### src/rtl/css_pkg.sv
package css_pkg;

	localparam int BTN_W      = 8;
	localparam int POT_FIELDS = 4;
	localparam int RAW_W      = 16;
	localparam int POT_OUT_W  = 13;
	localparam int SMOOTH_W   = 17;
	localparam int ALPHA_W    = 16;
	localparam int THR_W      = 17;
	localparam int ENC_W      = 8;
	localparam int MIDI_W     = 4;
	localparam int CFG_IDX_W  = 8;
	localparam int CFG_DATA_W = 32;
	localparam int FRAC_SHIFT = 4;
	localparam int PROD_W     = SMOOTH_W + ALPHA_W;

	localparam logic [CFG_IDX_W-1:0] REG_ALPHA     = CFG_IDX_W'(0);
	localparam logic [CFG_IDX_W-1:0] REG_THRESHOLD = CFG_IDX_W'(1);

	localparam logic [ALPHA_W-1:0]   ALPHA_RESET    = 16'd22938;
	localparam logic [THR_W-1:0]     THR_RESET      = 17'd66;
	localparam logic [POT_OUT_W-1:0] POT_FULL_SCALE = 13'd4096;
	localparam logic [PROD_W-1:0]    ROUND_HALF     = PROD_W'(32768);
	localparam logic [SMOOTH_W:0]    OUT_ROUND      = (SMOOTH_W + 1)'(8);

	typedef struct packed {
		logic                 seen;
		logic                 changed;
		logic [POT_OUT_W-1:0] pot;
	} lane_res_t;

	typedef struct packed {
		logic [BTN_W-1:0]                      pressed_mask;
		logic [BTN_W-1:0]                      press_edges;
		logic [POT_FIELDS-1:0]                 pot_seen_mask;
		logic [POT_FIELDS-1:0][POT_OUT_W-1:0]  pot_out;
		logic signed [ENC_W-1:0]               encoder_out;
		logic                                  frame_changed;
	} frame_res_t;

endpackage

### src/rtl/css_merge.sv
module css_merge import css_pkg::*; #(
	parameter int BUTTON_COUNT = 8
) (
	input  logic                               clk,
	input  logic                               arst_n,
	input  logic                               accept,
	input  logic [BTN_W-1:0]                   levels,
	input  lane_res_t [POT_FIELDS-1:0]         lanes,
	input  logic signed [ENC_W-1:0]            encoder,
	input  logic [MIDI_W-1:0]                  midi,
	output frame_res_t                         res
);

	localparam int BTN_USED = (BUTTON_COUNT < BTN_W) ? BUTTON_COUNT : BTN_W;
	localparam logic [BTN_W-1:0] BTN_MASK = BTN_W'((64'd1 << BTN_USED) - 64'd1);

	logic [BTN_W-1:0]      last_levels_q;
	logic [BTN_W-1:0]      levels_m;
	logic [POT_FIELDS-1:0] lane_changed;

	assign levels_m = levels & BTN_MASK;

	for (genvar i = 0; i < POT_FIELDS; i++) begin : g_pick
		assign res.pot_seen_mask[i] = lanes[i].seen;
		assign res.pot_out[i]       = lanes[i].pot;
		assign lane_changed[i]      = lanes[i].changed;
	end

	assign res.pressed_mask  = levels_m;
	assign res.press_edges   = levels_m & ~last_levels_q;
	assign res.encoder_out   = encoder;
	assign res.frame_changed = (levels_m != last_levels_q) | (|lane_changed) |
		(encoder != '0) | (midi != '0);

	always_ff @(posedge clk or negedge arst_n) begin
		if (!arst_n) begin
			last_levels_q <= '0;
		end else if (accept) begin
			last_levels_q <= levels_m;
		end
	end

endmodule

### config.mk
export PLATFORM = sky130hd
export DESIGN_NAME = css_merge
export DESIGN_NICKNAME = d
export VERILOG_FILES = /design/src/rtl/css_pkg.sv /design/src/rtl/css_merge.sv
export SDC_FILE = /design/constraint.sdc
export NUM_CORES = 1
export LEC_CHECK = 0
export ABC_AREA = 1
export BUFFER_PORTS_ARGS = -buffer_cell sky130_fd_sc_hd__buf_2
export CORE_AREA = 2 2 63 65
export CTS_CLUSTER_DIAMETER = 200
export DETAILED_ROUTE_END_ITERATION = 16
export DIE_AREA = 0 0 65 67
export HOLD_SLACK_MARGIN = 0.06
export PLACE_DENSITY = 0.92
export SYNTH_ARGS = -nofsm -noshare
export SYNTH_HDL_FRONTEND = slang
export SYNTH_SLANG_ARGS = --single-unit
### constraint.sdc
create_clock -name clk -period 2.95 [get_ports clk]
set_input_delay 0.295 -clock clk [delete_from_list [all_inputs] [get_ports clk]]
set_output_delay 0.295 -clock clk [all_outputs]
set_load 0.1 [all_outputs]
# Word-level counts from Yosys, hierarchy flattened
# Cells that the tools add are included.
# word_totals
output_inout_bits	81
regBits	8
word_cells	10
in_bits	83
# op_classes
n_bitwise	5
eq_ne	1
reduce_logical	3
# ops
op	count
bitwise AND 8 bit	1
!= test 8 bit	1
NOT 8 bit	1
nonzero test 8 bit	1
nonzero test 4 bit	1
OR reduction 4 bit	1
bitwise OR 1 bit	3

# Depth between registers and ports, before layout
# depth
depth_word	4
mapped_depth	7
mapped_depth_nobuf	7

# Worst setup path after synthesis
# OpenSTA, ideal clock, no wires.
# synth_path
path_type	reg-to-output
startpoint	register last_levels_q[6]
endpoint	output res[0] (netlist bit)
n_path_buf	0
path_slack_ns	1.114
path_stages_with_launch	8
arrival_time_ns	1.541
t_required_ns	2.655
path_cell_list	dfrtp_1 > inv_1 > ha_1 > nand2_1 > inv_1 > nand2_1 > nor2_1 > nand3_1
# synth_lines
element	line	source
start: declaration	css_merge.sv:17	logic [BTN_W-1:0] last_levels_q;
start signal: assignment	css_merge.sv:39	last_levels_q <= levels_m;
end: declaration	css_merge.sv:11	output frame_res_t res

==> impl_metrics.json <==
{
  "synthCells": 139,
  "syn_area_sq_um": 1051,
  "yosys.area.top_type": "buf_4",
  "p_leak_nw": 0.5127,
  "path_buf_inv": 3,
  "cts.sinks": 8,
  "syn_to_final_growth_pct": -17.62,
  "p_int_uw": 249.0,
  "clockPowerShare_pct": 26.8,
  "period_needed_ps": 1870,
  "setup.worst_path.start": "last_levels_q[6]",
  "cp_max_fo": 2,
  "path_class": "flop to primary output",
  "worst_slew_pin_slew_ps": 506.8,
  "grt_overflow": 0,
  "ant_nets": 0,
  "layout_commonest_cell": "buf_2",
  "synth.yosys.warnings": 0,
  "rows": 22,
  "worst_clock_skew_ps": 0,
  "status": "complete, no violations",
  "drcViolationCount": 0,
  "die_w_um": 65,
  "top_regs": "last_levels_q: 8 flops",
  "most-common-layout-cells": "buf_2 (51), nand2_1 (18), inv_1 (12)",
  "setup_tns_ps": 0,
  "p_comb_share_pct": 47.7,
  "root_buffer": "clkbuf_8",
  "path_clk_slew_ps": 40,
  "wire_per_inst_um": 14.86,
  "min_period_over_period_pct": 63.38,
  "min-delay-path-class": "primary input to flop",
  "drt_first_iter_violations": 35,
  "wl_um": 2512,
  "hp-start": "levels[4]",
  "end_kind": "primary output",
  "ys_top_cells_by_area": "buf_4 (51%), dfrtp_1 (19%), ha_1 (9.5%), nand2_1 (6.4%), inv_1 (4.3%)",
  "slew_viol_final": 0,
  "place_congestion": 0.7755,
  "grt_max_degree": 17,
  "synth_top_area_share_pct": 51.43,
  "synth_cell_types": 9,
  "portBuffers": 51,
  "regArea_sq_um": 200.2,
  "slowest_stage": "buf_2",
  "largest_register_ffs": 8,
  "cts_setup_buffers": 0,
  "dr.pass1.iters": 3,
  "switchingPower_uw": 231.1,
  "start_kind": "flop",
  "slew_headroom_pct": 66.45,
  "path_delay_family": "buffers and inverters",
  "finalWorstSetupSlack_ps": 1080,
  "vias": 663,
  "maxCapViolCount": 0,
  "grt.total_usage_pct": 11.48,
  "dieArea_sq_um": 4355,
  "grt_pass1_vias": 645,
  "grt_first_pass_wirelength_um": 3505,
  "powerDensity_nw_per_um2": 554.4,
  "antenna_found_initial": 0,
  "multi_input_area_sq_um": 254.0,
  "dieHeight_um": 67,
  "pre_cts_ws_ps": 1226,
  "crit_required_ps": 2650,
  "insertion_delay_ps": 230,
  "syn_area_per_cell_sq_um": 7.561,
  "fmax_mhz": 534.9,
  "sw_frac_of_total_pct": 48.14,
  "r2r-start": "last_levels_q[1]",
  "setup_viol": 0,
  "ios": 164,
  "synth_fp_nets": 230,
  "synth_seq_area_share_pct": 19.05,
  "insertedDiodeCount": 0,
  "layout-drive-gt1-share_pct": 44.63,
  "crit_chain": "inv_1 > ha_1 > nand2_1 > inv_1 > nand2_1 > nor2_1 > nand3_1 > buf_2",
  "htreeDepth": 1,
  "post-dp-hpwl_um": 2263,
  "numCtsBuffers": 3,
  "place_area_sq_um": 814.5,
  "start_util_pct": 29.15,
  "cp.arrival_ps": 1570,
  "ir_drop_mv": 0.1123,
  "num-nets-final": 214,
  "cts_tree": "yes",
  "pwr-share-seq_pct": 25.5,
  "cpPeakStageDelay_ps": 430,
  "clockBufferDepth": 2,
  "stdcell_area_sq_um": 865.8,
  "coreArea_sq_um": 3606,
  "finalHoldViolCount": 0,
  "vias_per_cell": 3.923,
  "rsz0062_at_grt": "false",
  "max_flop_register": "last_levels_q",
  "synth_seq_cells": 8,
  "nFillCells": 391
}
==> area by class of cell <==
class / count / area share, %
repair buffers: 52 / 30.64
multi-input cells: 46 / 29.34
flip-flops and latches: 8 / 23.12
well taps: 48 / 6.936
inverters: 12 / 5.202
clock buffers: 3 / 4.769
==> power by group through the flow <==
stage | logic [mW] | registers, mW | clock network [mW]
after floorplan | 0.562 | 0.123 | 0
after global placement | 0.228 | 0.124 | 0
after detailed placement | 0.230 | 0.124 | 0
after CTS | 0.231 | 0.123 | 0.133
after global routing | 0.244 | 0.123 | 0.140
final | 0.229 | 0.122 | 0.129
==> worst paths after layout <==
check | endpoint | slack (ps) | cells past startpoint
worst min-delay path | last_levels_q[4] | 300 | 3
worst min register to register | last_levels_q[4] | 520 | 2
max in group asynchronous | last_levels_q[3] | 2330 | 2
worst max-delay path | res[0] | 1080 | 8
min in group asynchronous | last_levels_q[4] | 460 | 2
worst max register to register | last_levels_q[1] | 2310 | 2
==> metal layers <==
metal | routed length, um | GRT usage (%)
met3 | 518 | 9.291
met4 | 44 | 6.383
met1 | 735 | 9.480
met5 | 0 | 0
met2 | 1213 | 19.20
==> cell families (layout without fill, tap and decap cells) <==
family	Yosys count	count (layout)	share of synthesized area [%]
and+or+nand+nor	30	30	10.83
adders and majority gates	8	8	9.524
buffers and inverters	85	67	56.79
DFF	8	8	19.05
AOI/OAI and AO/OA	8	8	3.810
==> cell usage after synthesis (all sizes together) <==
| cell type | number |
|---|---|
| inv | 12 |
| nor2 | 11 |
| nand3 | 1 |
| ha | 8 |
| dfrtp | 8 |
| nand2 | 18 |
| buf | 73 |
| o21ai | 8 |
==> worst reg2reg max path: stages (launching register included) <==
cell	delay [ps]
dfrtp_1	360
inv_1	70
o21ai_0	80
==> per-stage QoR <==
stage	instances	total power [mW]	util (%)	hold slack (ps)
6_report	169	0.4801	24.01	303.5
5_1_grt	169	0.5078	24.01	331.0
4_1_cts	169	0.4872	24.01	302.3
3_5_place_dp	165	0.3540	22.59	144.4
3_3_place_gp	165	0.3517	22.59	141.6
2_1_floorplan	139	0.6848	-	-0.5911
==> repair_timing <==
action                                 in CTS  in global routing
resized for setup                           0                  0
hold buffers                                1                  0
setup endpoints to repair                   0                  0
endpoints found under the hold margin       8                  0
(Power assumes the default switching activity.)
